**config.mk**
```make
export PLATFORM = sky130hd
export DESIGN_NAME = ip_fragment_reassembly_slots
export DESIGN_NICKNAME = d
export VERILOG_FILES = /design/src/rtl/ipfr_pkg.sv /design/src/rtl/ipfr_ctrl.sv /design/src/rtl/ipfr_dpath.sv /design/src/rtl/ip_fragment_reassembly_slots.sv
export SDC_FILE = /design/constraint.sdc
export NUM_CORES = 1
export LEC_CHECK = 0
export ABC_AREA = 1
export BUFFER_PORTS_ARGS = -buffer_cell sky130_fd_sc_hd__buf_4
export CAP_MARGIN = 20
export CORE_AREA = 5 5 272 274
export CTS_BUF_LIST = sky130_fd_sc_hd__clkbuf_8 sky130_fd_sc_hd__clkbuf_16
export CTS_CLUSTER_DIAMETER = 100
export CTS_CLUSTER_SIZE = 14
export DETAILED_ROUTE_END_ITERATION = 10
export DIE_AREA = 0 0 277 279
export PLACE_DENSITY = 0.75
export SYNTH_ARGS = -nofsm -noshare
export SYNTH_HDL_FRONTEND = slang
export SYNTH_SLANG_ARGS = --single-unit
```
**constraint.sdc**
```tcl
create_clock -name clk_i -period 5.7 [get_ports clk_i]
set_input_delay 0.57 -clock clk_i [delete_from_list [all_inputs] [get_ports clk_i]]
set_output_delay 0.57 -clock clk_i [all_outputs]
set_load 0.03 [all_outputs]
```
**src/rtl/ipfr_pkg.sv**
```systemverilog
`timescale 1ns / 1ps
// ----------------------------------------------------------------------------
// ipfr_pkg
// Types and constants shared by the fragment reassembly slot table.
// ----------------------------------------------------------------------------
package ipfr_pkg;

  localparam int unsigned NUM_SLOTS_DEF = 16;

  typedef enum logic [1:0] {
    StatMatch = 2'd0,
    StatFree  = 2'd1,
    StatEvict = 2'd2
  } slot_status_e;

  typedef struct packed {
    logic [15:0] frag_id;
    logic [12:0] frag_offset;
    logic        more_fragments;
    logic [15:0] payload_len;
    logic [31:0] now;
  } frag_t;

  typedef struct packed {
    logic [3:0]   slot;
    slot_status_e slot_status;
    logic [15:0]  byte_offset;
    logic         complete;
    logic [16:0]  total_len;
  } result_t;

  typedef struct packed {
    logic load;
    logic scan;
    logic commit;
  } ctrl_cmd_t;

endpackage

```
**src/rtl/ipfr_ctrl.sv**
```systemverilog
`timescale 1ns / 1ps
// ----------------------------------------------------------------------------
// ipfr_ctrl
// Sequencer: idle, slot scan, commit; issues datapath commands.
// ----------------------------------------------------------------------------
module ipfr_ctrl (
  input  logic                clk_i,
  input  logic                rst_ni,
  input  logic                start_i,
  input  logic                scan_done_i,
  output ipfr_pkg::ctrl_cmd_t cmd_o,
  output logic                busy_o,
  output logic                done_o
);
  import ipfr_pkg::*;

  typedef enum logic [1:0] {
    StIdle,
    StScan,
    StCommit
  } state_e;

  state_e state_q;
  logic   done_q;

  always_ff @(posedge clk_i or negedge rst_ni) begin
    if (!rst_ni) begin
      state_q <= StIdle;
      done_q  <= 1'b0;
    end else begin
      done_q <= 1'b0;
      case (state_q)
        StIdle: begin
          if (start_i) state_q <= StScan;
        end
        StScan: begin
          if (scan_done_i) state_q <= StCommit;
        end
        StCommit: begin
          state_q <= StIdle;
          done_q  <= 1'b1;
        end
        default: state_q <= StIdle;
      endcase
    end
  end

  always_comb begin
    cmd_o.load   = (state_q == StIdle) && start_i;
    cmd_o.scan   = (state_q == StScan);
    cmd_o.commit = (state_q == StCommit);
  end

  assign busy_o = (state_q != StIdle);
  assign done_o = done_q;

endmodule

```
**src/rtl/ipfr_dpath.sv**
```systemverilog
`timescale 1ns / 1ps
// ----------------------------------------------------------------------------
// ipfr_dpath
// Slot tables, scan pointer, match/free/oldest trackers and result register.
// ----------------------------------------------------------------------------
module ipfr_dpath #(
  parameter int unsigned NUM_SLOTS = ipfr_pkg::NUM_SLOTS_DEF
) (
  input  logic                clk_i,
  input  logic                rst_ni,
  input  ipfr_pkg::ctrl_cmd_t cmd_i,
  input  ipfr_pkg::frag_t     frag_i,
  output logic                scan_done_o,
  output ipfr_pkg::result_t   result_o
);
  import ipfr_pkg::*;

  localparam int unsigned IdxW = (NUM_SLOTS > 1) ? $clog2(NUM_SLOTS) : 1;
  localparam int unsigned CntW = $clog2(NUM_SLOTS + 1);
  localparam logic [IdxW-1:0] LastIdx = IdxW'(NUM_SLOTS - 1);
  localparam logic [CntW-1:0] CntEnd  = CntW'(NUM_SLOTS);

  // slot tables
  logic [15:0]          key_mem   [NUM_SLOTS];
  logic [31:0]          stamp_mem [NUM_SLOTS];
  logic [NUM_SLOTS-1:0] valid_q;

  frag_t           frag_q;
  logic [CntW-1:0] cnt_q;
  logic            cmp_vld_q;
  logic [IdxW-1:0] cmp_idx_q;
  logic [15:0]     rd_key_q;
  logic [31:0]     rd_stamp_q;

  logic            have_match_q, have_free_q, have_old_q;
  logic [IdxW-1:0] match_idx_q, free_idx_q, old_idx_q;
  logic [31:0]     old_stamp_q;

  result_t         res_q;

  logic            issue;
  logic            step;
  logic [IdxW-1:0] pick;
  slot_status_e    status;
  logic [IdxW+3:0] pick_ext;
  logic [15:0]     boff;

  assign issue = cmd_i.scan && (cnt_q < CntEnd);
  assign step  = cmd_i.scan && cmp_vld_q;
  assign scan_done_o = step && (cmp_idx_q == LastIdx);

  always_ff @(posedge clk_i) begin
    if (cmd_i.load) frag_q <= frag_i;
    if (issue) begin
      rd_key_q   <= key_mem[cnt_q[IdxW-1:0]];
      rd_stamp_q <= stamp_mem[cnt_q[IdxW-1:0]];
    end
    if (cmd_i.commit && (status != StatMatch)) begin
      key_mem[pick]   <= frag_q.frag_id;
      stamp_mem[pick] <= frag_q.now;
    end
  end

  always_ff @(posedge clk_i or negedge rst_ni) begin
    if (!rst_ni) begin
      valid_q      <= '0;
      cnt_q        <= '0;
      cmp_vld_q    <= 1'b0;
      cmp_idx_q    <= '0;
      have_match_q <= 1'b0;
      have_free_q  <= 1'b0;
      have_old_q   <= 1'b0;
      match_idx_q  <= '0;
      free_idx_q   <= '0;
      old_idx_q    <= '0;
      old_stamp_q  <= '0;
    end else begin
      cmp_vld_q <= issue;
      if (issue) begin
        cmp_idx_q <= cnt_q[IdxW-1:0];
        cnt_q     <= cnt_q + CntW'(1);
      end
      if (cmd_i.load) begin
        cnt_q        <= '0;
        cmp_vld_q    <= 1'b0;
        have_match_q <= 1'b0;
        have_free_q  <= 1'b0;
        have_old_q   <= 1'b0;
      end else if (step) begin
        if (!valid_q[cmp_idx_q]) begin
          have_free_q <= 1'b1;
          free_idx_q  <= cmp_idx_q;
        end else begin
          if (!have_match_q && (rd_key_q == frag_q.frag_id)) begin
            have_match_q <= 1'b1;
            match_idx_q  <= cmp_idx_q;
          end
          if (!have_old_q || (rd_stamp_q < old_stamp_q)) begin
            have_old_q  <= 1'b1;
            old_idx_q   <= cmp_idx_q;
            old_stamp_q <= rd_stamp_q;
          end
        end
      end
      // last fragment frees the slot, otherwise it stays taken
      if (cmd_i.commit) valid_q[pick] <= frag_q.more_fragments;
    end
  end

  always_comb begin
    if (have_match_q) begin
      pick   = match_idx_q;
      status = StatMatch;
    end else if (have_free_q) begin
      pick   = free_idx_q;
      status = StatFree;
    end else begin
      pick   = old_idx_q;
      status = StatEvict;
    end
    pick_ext = {4'b0000, pick};
    boff     = {frag_q.frag_offset, 3'b000};
  end

  always_ff @(posedge clk_i) begin
    if (cmd_i.commit) begin
      res_q.slot        <= pick_ext[3:0];
      res_q.slot_status <= status;
      res_q.byte_offset <= boff;
      res_q.complete    <= !frag_q.more_fragments;
      res_q.total_len   <= frag_q.more_fragments ? 17'd0
                           : ({1'b0, boff} + {1'b0, frag_q.payload_len});
    end
  end

  assign result_o = res_q;

endmodule

```
**src/rtl/ip_fragment_reassembly_slots.sv**
```systemverilog
`timescale 1ns / 1ps
// ----------------------------------------------------------------------------
// ip_fragment_reassembly_slots
// IPv4 fragment reassembly slot table: match, free-slot or oldest eviction.
// ----------------------------------------------------------------------------
// Channel   Direction  Handshake                    Payload
// fragment  in         start, busy (accept: start & !busy)  frag_i
// result    out        result_valid_o (1-cycle strobe)     result_o
//
// From accept to result strobe, one slot is read from the key/stamp tables
// per cycle through a single read port; the read data is registered before
// the compare, and a commit state follows the last slot.
// busy drops in the cycle the result is strobed; a new item may be accepted
// in that same cycle. Reset marks every slot free; no clearing pass.
// The result cannot be stalled by the receiver.
// ----------------------------------------------------------------------------
module ip_fragment_reassembly_slots #(
  parameter int unsigned NUM_SLOTS = ipfr_pkg::NUM_SLOTS_DEF
) (
  input  logic              clk_i,
  input  logic              rst_ni,
  input  logic              start,
  output logic              busy,
  input  ipfr_pkg::frag_t   frag_i,
  output logic              result_valid_o,
  output ipfr_pkg::result_t result_o
);
  import ipfr_pkg::*;

  ctrl_cmd_t cmd;
  logic      scan_done;

  ipfr_ctrl u_ctrl (
    .clk_i       (clk_i),
    .rst_ni      (rst_ni),
    .start_i     (start),
    .scan_done_i (scan_done),
    .cmd_o       (cmd),
    .busy_o      (busy),
    .done_o      (result_valid_o)
  );

  ipfr_dpath #(
    .NUM_SLOTS (NUM_SLOTS)
  ) u_dpath (
    .clk_i       (clk_i),
    .rst_ni      (rst_ni),
    .cmd_i       (cmd),
    .frag_i      (frag_i),
    .scan_done_o (scan_done),
    .result_o    (result_o)
  );

endmodule

```
==> summary.md <==
| Metric | Value |
|---|---|
| Die area | `0.0773 sq mm` |
| Leakage Power | `14.8 nW` |
| Vias per inst | `6.14` |
| Final WL | `92300 um` |
| Data arrival, critical path | `4020 ps` |
| Crit start category | `flip-flop` |
| Worst Clk Skew | `18.9 ps` |
| Antenna Cells | `0` |
| Ys async rst share | `7.55%` |
| Maximum vdd drop | `219 uV` |
| Status | `finished clean` |
| Clock transition at path regs | `70 ps` |
| Worst-path fanout max | `36` |
| TritonRoute pass-1 iters | `6` |
| Power, Total | `13.1 mW` |
| TritonCTS Buffers | `81` |
| Worst hold path startpoint | `frag_i[63]` |
| Vias in the first global route | `23.7k` |
| Yosys cell types | `42` |
| Clock sink count | `1007` |
| Routed Antenna Nets | `0` |
| Pre-CTS setup slack | `2020 ps` |
| Type of the worst setup path | `flip-flop to flip-flop` |
| Clk_lat worst skew | `640 ps` |
| Worst-Margin Slew | `1060 ps` |
| Origin of the critical flop-to-flop path | `u_dpath.have_match_q$_DFFE_PN0P_` |
| #FFs+latches synth | `1007` |
| Fin worst setup slack | `1950 ps` |
| Ys Warns | `0` |
| Min cycle time layout | `3750 ps` |
| H-tree levels | `3` |
| Final Hold Violating Endpoints | `0` |
| Max Clock Freq | `0.267 GHz` |
| First-pass GRT wire length | `141000 um` |
| Total Neg Setup Slack | `0 ps` |
| Worst R2R End | `u_dpath.key_mem[2][13]$_DFFE_PP_` |
| FP Rows | `98` |
| Post-synthesis cell area | `0.0393 sq mm` |
| Non-filler cells, final | `3987` |
| Syn Area/Cell | `13.4 sq um` |
| Cell area power density | `301 mW/mm^2` |
| Final count of pins violating max slew | `0` |
| RSZ-0062 raised after global routing | `no` |
| # IOs | `123` |
| Seq/Total Area, Yosys | `75.9%` |
| Gate Count Post-Synth | `2924` |
| Clock Tree Root | `clkbuf_16` |
| Final Cycle Share | `65.8%` |
| Synth area leader | `edfxtp_1` |
| PortBufs | `119` |
| Hold endpoint | `u_dpath.frag_q[63]$_DFFE_PP_` |
| Slew margin rel. | `28.9%` |
| Die height | `279 um` |
| Ranking of synthesized cells by area | `edfxtp_1 71%, o21ai_0 5.5%, dfrtp_1 4.8%` |
| Deepest clock path buffer count | `3` |
| Final setup vio count | `0` |
| Die Wd | `277 um` |
| Required @ worst endpoint | `5970 ps` |
| EDFF count, synth | `931` |
| Initial antenna violation count | `2` |
| Post-synth top flop | `edfxtp_1` |
| DR DRC count | `0` |
| Hold slack | `101 ps` |
| Type of the tightest min-delay check | `input port to flip-flop` |
| Largest net degree at the start of global routing | `157` |
| CTS tree | `done` |
| All-Layer GR Usage | `23.4%` |
| DR WL/cell | `23.2 um` |
| Layout cells sized above 1 | `9.75%` |
| Worst hold stages | `1` |
| Dpl cells | `3868` |
| DP HPWL | `53400 um` |
| R2R setup slack | `1950 ps` |
| Routability Congestion | `0.850` |
| Initial Util | `55.3%` |
| DRT iter0 DRCs | `3387` |
| Worst setup EP type | `flip-flop` |
| Worst R2R Path Depth | `7` |
| Max-cap violations | `0` |
| Nets | `3129` |
| Via Count | `24.5k` |
| Remaining Overflow, GRT | `0` |
| Share of the synthesized area in the top cell type | `71.1%` |
| CORE AREA | `0.0711 sq mm` |
| P&R area growth vs syn | `10.8%` |
-- critical path, stage by stage (launching register included) --
cell and delay [ps]:
dfrtp_2 970, nor2_1 250, nand2_1 160, nand3_1 160, a31oi_1 410, nand2_1 210, nor2_4 510, buf_4 670
-- per-stage QoR --
stage | cell area, sq um | utilization, %
floorplan | 39300 | -
global placement | 41100 | 57.8
detailed placement | 41300 | 58.0
CTS | 43600 | 61.3
global route | 43600 | 61.3
finish | 43600 | 61.3
-- kinds of logic after synthesis --
logic type / Yosys count / share of synthesized area [%]
DFF: 1007 / 75.9
xor gates and xnor gates: 7 / 0.156
adders and majority gates: 46 / 1.48
and+or+nand+nor: 881 / 8.96
AOI/OAI and AO/OA: 720 / 10.5
buffers and inverters: 262 / 2.94
other: 1 / 0.00954
-- sequential cells by signal, summed over array words and instances (netlist names), 13 cells and up --
| signal | cells |
|---|---|
| u_dpath.old_stamp_q | 32 |
| u_dpath.key_mem | 256 |
| u_dpath.result_o | 37 |
| u_dpath.stamp_mem | 512 |
| u_dpath.frag_q | 65 |
| u_dpath.rd_key_q | 16 |
| u_dpath.boff | 13 |
| u_dpath.rd_stamp_q | 32 |
| u_dpath.valid_q | 16 |
-- how the worst max path moves through the flow --
stage / from / to / slack (ps)
6_report: u_dpath.have_match_q$_DFFE_PN0P_ / u_dpath.key_mem[2][13]$_DFFE_PP_ / 1950
5_1_grt: u_dpath.have_match_q$_DFFE_PN0P_ / u_dpath.stamp_mem[6][3]$_DFFE_PP_ / 1730
3_5_place_dp: u_dpath.have_match_q$_DFFE_PN0P_ / u_dpath.key_mem[6][1]$_DFFE_PP_ / 2020
3_3_place_gp: u_dpath.have_match_q$_DFFE_PN0P_ / u_dpath.key_mem[6][0]$_DFFE_PP_ / 1840
2_1_floorplan: u_ctrl.state_q[0]$_DFFE_PN0P_ / u_dpath.key_mem[12][0]$_DFFE_PP_ / 380
4_1_cts: u_dpath.have_match_q$_DFFE_PN0P_ / u_dpath.stamp_mem[6][21]$_DFFE_PP_ / 1990
-- final cells by class --
type                    instances  area, sq um
inverters                      88          343
well taps                     950         1190
clock inverters                34          178
fillers                      5167        27600
multi-input cells            1657         8470
clock buffers                  84         2100
repair buffers                167         1420
flip-flops and latches       1007        29900
-- metal layers --
metal  vias up  GRT usage (%)  part of all wire, %
met5         -              0                0.023
met4         2           7.25                  2.9
met3       185           3.31                  8.2
met2      1278           37.9                   48
met1     12100           33.6                   41
li1      10900              -                    -
-- synthesized netlist by cell type (27+ instances only) --
library cell / number
o21ai_0: 435
o22ai_1: 125
nor2_1: 447
nand3_1: 123
nand2_1: 290
clkbuf_1: 128
a21oi_1: 40
o221ai_1: 70
dfrtp_1: 76
ha_1: 45
o211ai_1: 27
edfxtp_1: 931
inv_1: 84
-- power by group --
group	internal, mW	switching, mW	total (mW)
combinational	0.0348	0.0213	0.0561
clock	2.64	2.44	5.08
sequential	7.96	0	7.96
-- cells in the final DEF (no fill, tap or decap), drive strengths merged, types with 3 or more instances in the layout --
master  netlist  routed
edfxtp      931     931
nor2        448     448
o21ai       443     443
nand2       292     292
buf          46     166
o22ai       125     125
nand3       123     123
inv          88     121
clkbuf      128      84
dfrtp        76      76
o221ai       70      70
ha           45      45
a21oi        41      41
o211ai       29      29
nor3          9       9
a31oi         5       5
nand4         5       5
xor2          5       5
conb          1       3
-- timing repair --
| action | CTS | global route |
|---|---|---|
| hold buffers | 1 | 0 |
| resized for setup | 0 | 0 |
| setup buffers | 0 | 0 |
| hold endpoints to repair | 12 | 0 |
Power figures use the tool's default switching activity.
